<file path="config.mk">
export PLATFORM = sky130hd
export DESIGN_NAME = tag_value_command_parser_core
export DESIGN_NICKNAME = d
export VERILOG_FILES = /design/src/hdl/tvcp_pkg.sv /design/src/hdl/tvcp_step.sv /design/src/hdl/tag_value_command_parser_core.sv
export SDC_FILE = /design/constraint.sdc
export NUM_CORES = 1
export LEC_CHECK = 0
export BUFFER_PORTS_ARGS = -buffer_cell sky130_fd_sc_hd__buf_2
export CELL_PAD_IN_SITES_DETAIL_PLACEMENT = 0
export CELL_PAD_IN_SITES_GLOBAL_PLACEMENT = 2
export CORE_ASPECT_RATIO = 1.1
export CORE_MARGIN = 3
export CORE_UTILIZATION = 42
export DETAILED_ROUTE_END_ITERATION = 7
export GPL_TIMING_DRIVEN = 0
export PLACE_DENSITY = 0.95
export SYNTH_ARGS = -nofsm -noshare
export SYNTH_HDL_FRONTEND = slang
export SYNTH_SLANG_ARGS = --single-unit
</file>
<file path="constraint.sdc">
create_clock -name clk_i -period 12.55 [get_ports clk_i]
set_input_delay 1.8825 -clock clk_i [delete_from_list [all_inputs] [get_ports clk_i]]
set_output_delay 1.8825 -clock clk_i [all_outputs]
set_load 0.005 [all_outputs]
</file>
<file path="src/hdl/tvcp_pkg.sv">
// shared types and character constants for the tag/value command parser
package tvcp_pkg;

  localparam int unsigned ByteW  = 8;
  localparam int unsigned DirW   = 3;
  localparam int unsigned SpeedW = 7;

  localparam logic [ByteW-1:0] ChLbrace = 8'h7B;
  localparam logic [ByteW-1:0] ChV      = 8'h56;
  localparam logic [ByteW-1:0] ChEquals = 8'h3D;
  localparam logic [ByteW-1:0] ChComma  = 8'h2C;
  localparam logic [ByteW-1:0] ChPlus   = 8'h2B;
  localparam logic [ByteW-1:0] ChMinus  = 8'h2D;
  localparam logic [ByteW-1:0] ChSpace  = 8'h20;
  localparam logic [ByteW-1:0] ChTab    = 8'h09;
  localparam logic [ByteW-1:0] ChCr     = 8'h0D;
  localparam logic [ByteW-1:0] ChZero   = 8'h30;
  localparam logic [ByteW-1:0] ChNine   = 8'h39;

  localparam logic [ByteW-1:0] ChanDirection = 8'd4;
  localparam logic [ByteW-1:0] ChanSpeed     = 8'd5;

  localparam logic [ByteW-1:0]  DirMax   = 8'd4;
  localparam logic [ByteW-1:0]  SpeedMax = 8'd100;
  localparam logic [ByteW-1:0]  AccMax   = 8'd255;

  localparam logic ChangedDirection = 1'b0;
  localparam logic ChangedSpeed     = 1'b1;

  typedef enum logic [7:0] {
    PH_IDLE    = 8'b0000_0001,
    PH_TAG     = 8'b0000_0010,
    PH_CHANNEL = 8'b0000_0100,
    PH_EQUALS  = 8'b0000_1000,
    PH_LEAD    = 8'b0001_0000,
    PH_SIGNED  = 8'b0010_0000,
    PH_DIGITS  = 8'b0100_0000,
    PH_SKIP    = 8'b1000_0000
  } phase_e;

  typedef struct packed {
    logic             valid;
    logic [ByteW-1:0] char_byte;
    logic             message_end;
  } in_item_t;

  typedef struct packed {
    logic              valid;
    logic [DirW-1:0]   direction;
    logic [SpeedW-1:0] speed;
    logic              changed_item;
  } result_t;

endpackage

</file>
<file path="src/hdl/tvcp_step.sv">
// parse state and per-byte update logic of the command parser
module tvcp_step (
  input  logic               clk_i,
  input  logic               rst_ni,
  input  tvcp_pkg::in_item_t item_i,
  output tvcp_pkg::result_t  result_o
);

  tvcp_pkg::phase_e                phase_q, phase_d, phase_nx;
  logic [tvcp_pkg::ByteW-1:0]      chan_q, chan_d, chan_nx;
  logic [tvcp_pkg::ByteW-1:0]      acc_q, acc_d, acc_nx;
  logic                            neg_q, neg_d, neg_nx;
  logic [tvcp_pkg::DirW-1:0]       dir_q, dir_d, dir_new;
  logic [tvcp_pkg::SpeedW-1:0]     speed_q, speed_d, speed_new;

  logic [tvcp_pkg::ByteW-1:0] b;
  logic                       is_digit, is_space, is_comma;
  logic [11:0]                acc_mul;
  logic [tvcp_pkg::ByteW-1:0] acc_sat;
  logic                       apply_now, neg_eff, is_dir, is_spd;

  assign b        = item_i.char_byte;
  assign is_digit = (b >= tvcp_pkg::ChZero) && (b <= tvcp_pkg::ChNine);
  assign is_space = (b == tvcp_pkg::ChSpace) ||
                    ((b >= tvcp_pkg::ChTab) && (b <= tvcp_pkg::ChCr));
  assign is_comma = (b == tvcp_pkg::ChComma);

  // saturating acc * 10 + digit
  assign acc_mul = {1'b0, acc_q, 3'b000} + {3'b000, acc_q, 1'b0}
                 + {4'b0000, b - tvcp_pkg::ChZero};
  assign acc_sat = (acc_mul > {4'b0000, tvcp_pkg::AccMax}) ? tvcp_pkg::AccMax
                                                             : acc_mul[7:0];

  always_comb begin
    phase_nx  = phase_q;
    chan_nx   = chan_q;
    acc_nx    = acc_q;
    neg_nx    = neg_q;
    apply_now = 1'b0;
    case (phase_q)
      tvcp_pkg::PH_IDLE: begin
        if (b == tvcp_pkg::ChLbrace) phase_nx = tvcp_pkg::PH_TAG;
      end
      tvcp_pkg::PH_TAG: begin
        if (b == tvcp_pkg::ChV) begin
          phase_nx = tvcp_pkg::PH_CHANNEL;
        end else if (!is_comma) begin
          phase_nx = tvcp_pkg::PH_SKIP;
          neg_nx   = 1'b0;
        end
      end
      tvcp_pkg::PH_CHANNEL: begin
        chan_nx  = b - tvcp_pkg::ChZero;
        phase_nx = tvcp_pkg::PH_EQUALS;
        if (b == tvcp_pkg::ChEquals) begin
          phase_nx = tvcp_pkg::PH_LEAD;
          acc_nx   = '0;
          neg_nx   = 1'b0;
        end
      end
      tvcp_pkg::PH_EQUALS: begin
        if (b == tvcp_pkg::ChEquals) begin
          phase_nx = tvcp_pkg::PH_LEAD;
          acc_nx   = '0;
          neg_nx   = 1'b0;
        end
      end
      tvcp_pkg::PH_LEAD: begin
        if (is_space) begin
          phase_nx = tvcp_pkg::PH_LEAD;
        end else if ((b == tvcp_pkg::ChPlus) || (b == tvcp_pkg::ChMinus)) begin
          neg_nx   = (b == tvcp_pkg::ChMinus);
          phase_nx = tvcp_pkg::PH_SIGNED;
        end else if (is_digit) begin
          acc_nx   = acc_sat;
          phase_nx = tvcp_pkg::PH_DIGITS;
        end else begin
          phase_nx = tvcp_pkg::PH_SKIP;
          neg_nx   = 1'b1;
        end
      end
      tvcp_pkg::PH_SIGNED: begin
        if (is_digit) begin
          acc_nx   = acc_sat;
          phase_nx = tvcp_pkg::PH_DIGITS;
        end else begin
          phase_nx = tvcp_pkg::PH_SKIP;
          neg_nx   = 1'b1;
        end
      end
      tvcp_pkg::PH_DIGITS: begin
        if (is_digit) begin
          acc_nx = acc_sat;
        end else begin
          apply_now = 1'b1;
          neg_nx    = 1'b0;
          phase_nx  = is_comma ? tvcp_pkg::PH_TAG : tvcp_pkg::PH_SKIP;
        end
      end
      tvcp_pkg::PH_SKIP: begin
        if (!neg_q && is_comma) phase_nx = tvcp_pkg::PH_TAG;
      end
      default: begin
        phase_nx = tvcp_pkg::PH_IDLE;
      end
    endcase
    if (item_i.message_end && (phase_nx == tvcp_pkg::PH_DIGITS)) apply_now = 1'b1;
  end

  // apply the finished number to the selected setting
  assign is_dir  = (chan_q == tvcp_pkg::ChanDirection);
  assign is_spd  = (chan_q == tvcp_pkg::ChanSpeed);
  assign neg_eff = neg_q && (acc_nx != '0);
  assign dir_new = (neg_eff || (acc_nx > tvcp_pkg::DirMax)) ? '0
                                                            : acc_nx[tvcp_pkg::DirW-1:0];
  assign speed_new = neg_eff ? '0 :
                     (acc_nx > tvcp_pkg::SpeedMax) ? tvcp_pkg::SpeedMax[tvcp_pkg::SpeedW-1:0]
                                                   : acc_nx[tvcp_pkg::SpeedW-1:0];

  always_comb begin
    phase_d = phase_q;
    chan_d  = chan_q;
    acc_d   = acc_q;
    neg_d   = neg_q;
    dir_d   = dir_q;
    speed_d = speed_q;
    if (item_i.valid) begin
      if (item_i.message_end) begin
        phase_d = tvcp_pkg::PH_IDLE;
        chan_d  = '0;
        acc_d   = '0;
        neg_d   = 1'b0;
      end else begin
        phase_d = phase_nx;
        chan_d  = chan_nx;
        acc_d   = acc_nx;
        neg_d   = neg_nx;
      end
      if (apply_now && is_dir) dir_d   = dir_new;
      if (apply_now && is_spd) speed_d = speed_new;
    end
  end

  always_ff @(posedge clk_i or negedge rst_ni) begin
    if (!rst_ni) begin
      phase_q <= tvcp_pkg::PH_IDLE;
      chan_q  <= '0;
      acc_q   <= '0;
      neg_q   <= 1'b0;
      dir_q   <= '0;
      speed_q <= '0;
    end else begin
      phase_q <= phase_d;
      chan_q  <= chan_d;
      acc_q   <= acc_d;
      neg_q   <= neg_d;
      dir_q   <= dir_d;
      speed_q <= speed_d;
    end
  end

  assign result_o.valid        = item_i.valid && apply_now && (is_dir || is_spd);
  assign result_o.direction    = dir_d;
  assign result_o.speed        = speed_d;
  assign result_o.changed_item = is_spd ? tvcp_pkg::ChangedSpeed
                                        : tvcp_pkg::ChangedDirection;

endmodule

</file>
<file path="src/hdl/tag_value_command_parser_core.sv">
// top level of the tag/value command parser: input register, parser, result register
// Parses {Vc=n,...} command text one byte per item at one item per clock unless the
// output stalls; an item waits in the input register until the result register can
// advance, then its result (if any) is loaded into the result register. Channel 4
// sets direction, channel 5 speed; an item produces a result only when it finishes a
// number for one of those channels. The input side stalls only while both the input
// register and result register hold items and downstream is not taking the result.
module tag_value_command_parser_core (
  input  logic                          clk_i,
  input  logic                          rst_ni,
  input  logic                          in_valid_i,
  output logic                          in_ready_o,
  input  logic [tvcp_pkg::ByteW-1:0]    char_byte_i,
  input  logic                          message_end_i,
  output logic                          out_valid_o,
  input  logic                          out_ready_i,
  output logic [tvcp_pkg::DirW-1:0]     direction_o,
  output logic [tvcp_pkg::SpeedW-1:0]   speed_o,
  output logic                          changed_item_o
);

  logic                       in_valid_q, in_valid_d;
  logic [tvcp_pkg::ByteW-1:0] in_byte_q;
  logic                       in_end_q;
  logic                       advance, fire, in_take;
  tvcp_pkg::in_item_t         step_item;
  tvcp_pkg::result_t          step_res;
  tvcp_pkg::result_t          out_q, out_d;

  assign advance    = !out_q.valid || out_ready_i;
  assign fire       = in_valid_q && advance;
  assign in_ready_o = !in_valid_q || advance;
  assign in_take    = in_valid_i && in_ready_o;

  always_comb begin
    in_valid_d = in_valid_q;
    if (in_take)   in_valid_d = 1'b1;
    else if (fire) in_valid_d = 1'b0;
  end

  always_ff @(posedge clk_i or negedge rst_ni) begin
    if (!rst_ni) begin
      in_valid_q <= 1'b0;
    end else begin
      in_valid_q <= in_valid_d;
    end
  end

  always_ff @(posedge clk_i) begin
    if (in_take) begin
      in_byte_q <= char_byte_i;
      in_end_q  <= message_end_i;
    end
  end

  assign step_item.valid       = fire;
  assign step_item.char_byte   = in_byte_q;
  assign step_item.message_end = in_end_q;

  tvcp_step u_step (
    .clk_i    (clk_i),
    .rst_ni   (rst_ni),
    .item_i   (step_item),
    .result_o (step_res)
  );

  always_comb begin
    out_d = out_q;
    if (fire) begin
      out_d = step_res;
    end else if (out_ready_i) begin
      out_d.valid = 1'b0;
    end
  end

  always_ff @(posedge clk_i or negedge rst_ni) begin
    if (!rst_ni) begin
      out_q <= '0;
    end else begin
      out_q <= out_d;
    end
  end

  assign out_valid_o    = out_q.valid;
  assign direction_o    = out_q.direction;
  assign speed_o        = out_q.speed;
  assign changed_item_o = out_q.changed_item;

  a_dir_range: assert property (@(posedge clk_i) disable iff (!rst_ni)
    out_valid_o |-> (direction_o <= tvcp_pkg::DirMax[tvcp_pkg::DirW-1:0]))
    else $error("direction out of range");

  a_speed_range: assert property (@(posedge clk_i) disable iff (!rst_ni)
    out_valid_o |-> (speed_o <= tvcp_pkg::SpeedMax[tvcp_pkg::SpeedW-1:0]))
    else $error("speed out of range");

  a_stall_cause: assert property (@(posedge clk_i) disable iff (!rst_ni)
    !in_ready_o |-> (in_valid_q && out_valid_o && !out_ready_i))
    else $error("input stalled without a blocked result");

  a_result_source: assert property (@(posedge clk_i) disable iff (!rst_ni)
    $rose(out_valid_o) |-> $past(fire))
    else $error("result appeared without a parsed item");

endmodule

</file>
==> impl_metrics.py, run 1 <==
metrics = {
    "yosys": {
        "synth.yosys.warnings": 0,
        "synth_area_per_cell_sq_um": 9.436,
        "synth_area_leaders": "dfrtp_1 32%, edfxtp_1 7.4%, ha_1 5.2%, nand2_1 4.0%, o21ai_0 3.6%",
        "ys_seq_area_share_pct": 40.43,
        "synthFlopType": "dfrtp_1",
        "netlist_instances": 386,
        "yosys.area.top_type": "dfrtp_1",
        "synth_top_area_share_pct": 32.29,
        "synth.top_cells.by_count": "47 x dfrtp_1, 39 x nand2_1, 26 x o21ai_0, 23 x nor2_1, 19 x inv_1",
        "ys_seq_elements": 57,
        "synth_edf_count": 9,
        "synth_cell_types": 66,
        "syn-cell-area_sq_um": 3642,
        "yosys.cell_count.top_type": "dfrtp_1",
        "syn_nets": 420,
        "synth-async-reset-ratio_pct": 84.21,
    },
    "global_route": {
        "grt_pass1_wl_mm": 15.10,
        "grt.overflow.total": 0,
        "antenna_found_initial": 0,
        "grt_max_degree": 49,
        "gr-usage-all-layers_pct": 19.49,
        "first_global_vias": 3044,
    },
    "pwr": {
        "ir_worst_vdd_v": 0.00006668,
        "power.leakage_nw": 1.838,
        "powerDensity_nw_per_um2": 106.6,
    },
    "cells_and_area": {
        "final_nets": 456,
        "finish.utilization_pct": 49.36,
        "antennaDiodeCount": 0,
        "area_growth_pct": 13.95,
        "drive_gt1_share_pct": 14.99,
    },
    "clocking": {
        "cts-resized-gates": 0,
        "cts_buffers": 9,
        "tritoncts": "built",
        "cts_root_buffer": "clkbuf_8",
        "h-tree-depth": 3,
        "clock-sinks": 57,
        "cts_setup_buffers": 0,
        "clk_pin_slew_worst_paths_ns": 0.07,
        "cts_buffer_depth": 2,
        "hold_buffers": 0,
        "clkLatencyLatePin_ns": 0.34,
    },
    "timing": {
        "max_clock_freq_mhz": 222.3,
        "tightest_slew_ns": 1.109,
        "slew_headroom_pct": 26.10,
        "setup_viol": 0,
        "fin_tns_setup_ns": 0,
        "finalCritPeriodShare_pct": 35.84,
        "rsz0062_at_grt": "false",
        "hold_slack_ns": 0.4710,
        "finalCriticalPeriod_ns": 4.498,
        "finalClockSkew_ns": 0.01095,
        "setup_slack_ns": 8.052,
        "slew_violations": 0,
        "finalHoldViolCount": 0,
    },
    "drt": {
        "wire_per_inst_um": 16.67,
        "drtIter0Drc": 129,
        "num_vias": 3112,
        "detail_route.first_pass.iterations": 5,
        "drt-total-wl_mm": 8.971,
        "vias_per_cell": 5.784,
        "drtAntennaViolNets": 0,
        "drc": 0,
    },
    "floorplan": {
        "die_h_um": 103.7,
        "io_pins": 26,
        "rows": 35,
        "start_util_pct": 43.32,
        "core_sq_um": 8408,
        "die_x_um": 94.79,
        "die-area_sq_um": 9827,
    },
    "placed_design": {
        "gp_congestion": 0.8779,
        "port_buffers": 25,
        "dp_worst_setup_slack_ns": 8.090,
        "hpwl_mm": 6.756,
    },
    "worst_setup_path": {
        "cp-end-kind": "register",
        "cp_max_fo": 8,
        "cp-startpoint": "in_byte_q[6]",
        "crit_arrival_ns": 4.76,
        "worstSetupPathType": "reg2reg",
        "cp-start-kind": "register",
        "crit_required_ns": 12.82,
        "regToRegStartpoint": "in_byte_q[6]",
    },
    "min_path": {
        "hold_start": "u_step.speed_q[2]",
        "hp-class": "reg2reg",
    },
    "outcome": {
        "outcome": "finished, final reports clean",
    },
    "run": {
        "cap_viol_max_count": 0,
    },
}
[final timing paths]
kind,to,slack (ns),cells after the start
max in group asynchronous,u_step.acc_q[5],10.11,1
worst max-delay path,direction_o[1],8.05,14
worst max register to register,direction_o[1],8.05,14
worst min-delay path,u_step.speed_q[2],0.47,2
min in group asynchronous,u_step.phase_q[5],1.74,1
worst min register to register,u_step.speed_q[2],0.47,2
[sequential cells by signal (all words and copies together), names as in the netlist]
register,cells
u_step.neg_q,1
u_step.speed_q,7
u_step.acc_q,8
out_valid_o,1
in_byte_q,8
u_step.phase_q,8
speed_o,7
direction_o,3
u_step.chan_q,8
changed_item_o,1
u_step.dir_q,3
in_end_q,1
in_valid_q,1
[cells in the final DEF, fill, tap and decap left out, types with 4 or more instances in the layout]
cell,instances
buf_2,26
o2bb2ai_1,7
inv_1,19
a22o_1,14
a21oi_1,14
xnor2_1,4
or3_1,4
o211ai_1,4
clkbuf_8,9
dfrtp_1,47
a21o_1,6
and3_1,4
o21ai_2,6
clkbuf_1,13
and2_1,7
nor3_1,13
nor2b_1,8
ha_1,15
o21ai_0,26
fa_1,6
edfxtp_1,9
nand2_1,39
nor2_1,23
a31oi_1,4
nand2b_1,6
nand3_1,17
o21ai_1,5
nor4_1,5
[critical path, cell delays in order, from the launching register on]
cell      delay, ns
edfxtp_1       0.51
a21oi_1        0.20
xor2_1         0.36
fa_1           0.49
ha_1           0.37
nand3_1        0.12
a211oi_1       0.29
o211a_1        0.20
o221ai_2       0.19
or3_1          0.41
a22o_1         0.26
nor2_4         0.15
nand4b_1       0.14
or4b_1         0.57
a21oi_1        0.15
[layer usage]
metal | share of wire, % | up-vias | wire length (um) | global-route usage [%]
met5 | 0 | - | 0 | 0
met4 | 1.8 | 0 | 159 | 5.876
met3 | 3.4 | 13 | 309 | 3.849
met2 | 50 | 70 | 4476 | 31.54
met1 | 45 | 1529 | 4025 | 26.20
li1 | - | 1500 | - | -
[where the power goes]
| part | switching, mW | total [mW] | internal [mW] |
|---|---|---|---|
| Sequential | 0.00360 | 0.195 | 0.192 |
| Clock | 0.0844 | 0.210 | 0.126 |
| Combinational | 0.0243 | 0.0372 | 0.0129 |
[kinds of logic (layout without fill, tap and decap cells)]
logic type                 after synthesis  count (layout)  share of synthesized area [%]
xor gates and xnor gates                 8               8                          2.130
AOI/OAI and AO/OA                      116             116                          23.15
buffers and inverters                   34              75                          3.744
DFF                                     57              57                          40.43
adders and majority gates               21              21                          8.451
and+or+nand+nor                        148             148                          21.47
muxes                                    2               2                         0.6183
[area by class of cell]
class	instances	area [sq um]
buffer	15	65.06
fill	822	4258
sequential	57	1473
clock inverter	6	95.09
timing repair buffer	25	125.1
tap	111	138.9
multi-input combinational	295	2033
inverter	19	71.32
clock buffer	10	148.9
[metrics by stage]
step / instances / power (mW) / instance area [sq um]
detailed placement: 522 / 0.2363 / 3906
floorplan: 386 / 0.2213 / 3642
global route: 538 / 0.4603 / 4150
global placement: 522 / 0.2359 / 3906
finish: 538 / 0.4426 / 4150
CTS: 538 / 0.4463 / 4150
(Power assumes the default switching activity.)
==> inputs of run 2 (changes only) <==
Settings changed: CORE_UTILIZATION 42 to 35, PLACE_DENSITY 0.95 to 0.85.
Clock period 12.55 ns to 3.7 ns, I/O delays scaled along.
==> run 2 against run 1 <==
Against the previous run:
- the run now ends with setup timing left
- cell count up 3.5%
- critical path depth up 2
- wire length up 9.6%
- via count up 0.96%
- non-clock buffer count up 10
- flip-flop and latch count unchanged
- clock skew up 0.0015 ns
- hold slack worse by 0.074 ns
- global-route usage down 1.9 points
- critical path type unchanged
- critical endpoint is now speed_o[1]
==> impl_metrics.py, run 2 (synthesized netlist as in run 1, its figures left out) <==
metrics = {
    "placed_design": {
        "port_buffers": 25,
        "gp_congestion": 0.8770,
        "dp_worst_setup_slack_ns": -0.7418,
        "hpwl_mm": 6.955,
        "dpl_cell_area_sq_um": 3946,
    },
    "pwr": {
        "totalPowerFinal_mw": 1.472,
        "powerDensity_nw_per_um2": 326.5,
        "power.leakage_nw": 1.911,
        "ir_worst_vdd_v": 0.0001632,
    },
    "cells_and_area": {
        "design_area_sq_um": 4509,
        "finish.utilization_pct": 45.16,
        "layout_commonest_cell": "dfrtp_1",
        "fillers": 966,
        "final_nets": 466,
        "antennaDiodeCount": 0,
        "mostFrequentLayoutCells": "47 x dfrtp_1, 39 x nand2_1, 26 x buf_2",
        "area_growth_pct": 23.81,
        "drive_gt1_share_pct": 25.17,
    },
    "drt": {
        "drc": 0,
        "vias_per_cell": 5.641,
        "wire_per_inst_um": 17.65,
        "detail_route.first_pass.iterations": 5,
        "drt-total-wl_mm": 9.831,
        "drtIter0Drc": 157,
        "num_vias": 3142,
        "drtAntennaViolNets": 0,
    },
    "outcome": {
        "violations": "setup timing",
        "outcome": "complete, but fails checks",
    },
    "clocking": {
        "clock-sinks": 57,
        "clkLatencyLatePin_ns": 0.34,
        "h-tree-depth": 3,
        "cts_buffers": 9,
        "hold_buffers": 0,
        "cts_root_buffer": "clkbuf_8",
        "cts_buffer_depth": 2,
        "tritoncts": "built",
        "clk_pin_slew_worst_paths_ns": 0.07,
    },
    "worst_setup_path": {
        "crit_arrival_ns": 4.40,
        "crit_required_ns": 3.97,
        "worstSetupPathType": "reg2reg",
        "cp-end-kind": "register",
        "slowest_stage": "fa_1",
        "cp_cell_sequence": "ha_4 > xor2_2 > fa_1 > inv_1 > ha_4 > o21ai_2 > a211oi_4 > o211a_1 > o221ai_4 > or3_4 > a22o_4 > nor2_4 > a41o_1 > or3b_1 > buf_6 > o21ai_2",
        "critPathMaxStageDelay_ns": 0.51,
        "cp_max_fo": 8,
        "cp-start-kind": "register",
    },
    "timing": {
        "finalCritPeriodShare_pct": 111.5,
        "finalCriticalPeriod_ns": 4.127,
        "tightest_slew_ns": 1.112,
        "rsz0062_at_grt": "true",
        "setup_slack_ns": -0.4265,
        "slew_headroom_pct": 25.90,
        "slew_violations": 0,
        "finalHoldViolCount": 0,
        "setup_viol": 17,
        "fin_tns_setup_ns": -5.239,
        "max_clock_freq_mhz": 242.3,
        "finalClockSkew_ns": 0.01250,
    },
    "global_route": {
        "grt.overflow.total": 0,
        "use_met3_pct": 3.268,
        "first_global_vias": 3075,
        "grtUsageMet2_pct": 27.98,
        "gr-usage-all-layers_pct": 17.56,
        "top_usage_layer": "met2",
        "grt_max_degree": 49,
        "grt_pass1_wl_mm": 15.79,
        "met1_usage_pct": 23.58,
        "antenna_found_initial": 0,
    },
    "floorplan": {
        "die_x_um": 103.3,
        "core_sq_um": 9985,
        "die-area_sq_um": 11670,
        "die_h_um": 113.0,
        "io_pins": 26,
        "start_util_pct": 36.48,
        "rows": 38,
    },
    "run": {
        "cap_viol_max_count": 0,
    },
    "min_path": {
        "hp-class": "in2reg",
    },
}
==> run 2: metal layers <==
| layer | up-vias | part of all wire (%) |
|---|---|---|
| met5 | - | 0 |
| met4 | 0 | 1.9 |
| met3 | 19 | 3.3 |
| li1 | 1514 | - |
| met1 | 1552 | 46 |
| met2 | 57 | 49 |
==> run 2: final cells by class <==
type / instances / area [sq um] / share of cell area, %
Multi-Input combinational cell: 295 / 2323 / 51.53
Tap cell: 120 / 150.1 / 3.330
Buffer: 15 / 65.06 / 1.443
Sequential cell: 57 / 1473 / 32.66
Clock buffer: 14 / 183.9 / 4.079
Timing Repair Buffer: 35 / 207.7 / 4.606
Clock inverter: 2 / 35.03 / 0.7769
Inverter: 19 / 71.32 / 1.582
==> run 2: through the flow <==
step	hold WS [ns]	instances
2_1_floorplan	0.2594	386
3_3_place_gp	0.4449	531
3_5_place_dp	0.4562	531
4_1_cts	0.3800	555
5_1_grt	0.3778	557
6_report	0.3969	557
==> run 2: path summary, 6_finish.rpt <==
| kind | slack, ns | start | endpoint | cells after the start |
|---|---|---|---|---|
| max in group asynchronous | 2.60 | rst_ni | u_step.dir_q[0] | 1 |
| min reg2reg | 0.48 | u_step.speed_q[6] | u_step.speed_q[6] | 1 |
| max | -0.43 | in_byte_q[4] | speed_o[1] | 16 |
| min | 0.40 | char_byte_i[1] | in_byte_q[1] | 1 |
| min in group asynchronous | 0.42 | rst_ni | u_step.phase_q[5] | 1 |
| max reg2reg | -0.43 | in_byte_q[4] | speed_o[1] | 16 |
==> run 2: worst max-delay path: cells and delay by family, from the launching register on <==
| family | cells | cell delay [ns] |
|---|---|---|
| adder cells (fa/ha/maj) | 3 | 1.03 |
| buffers and inverters | 2 | 0.23 |
| XOR/XNOR | 1 | 0.17 |
| AO/OA/AOI/OAI | 7 | 1.29 |
| AND/OR/NAND/NOR | 3 | 0.84 |
| flip-flops | 1 | 0.49 |
==> run 2: timing repair <==
item                                   4_1_cts  5_1_grt
pin swaps                                   18       17
setup endpoints to repair                   20       20
gates resized for setup                     23       23
endpoints found under the hold margin        0        0
buffers inserted                             8        2
==> run 2: power by group <==
| group | internal, mW | total (mW) | leakage, nW | switching (mW) |
|---|---|---|---|---|
| logic | 0.0686 | 0.170 | 1.05 | 0.101 |
| clock network | 0.388 | 0.640 | 0.112 | 0.251 |
| registers | 0.650 | 0.663 | 0.747 | 0.0128 |
| total | 1.11 | 1.47 | 1.91 | 0.365 |
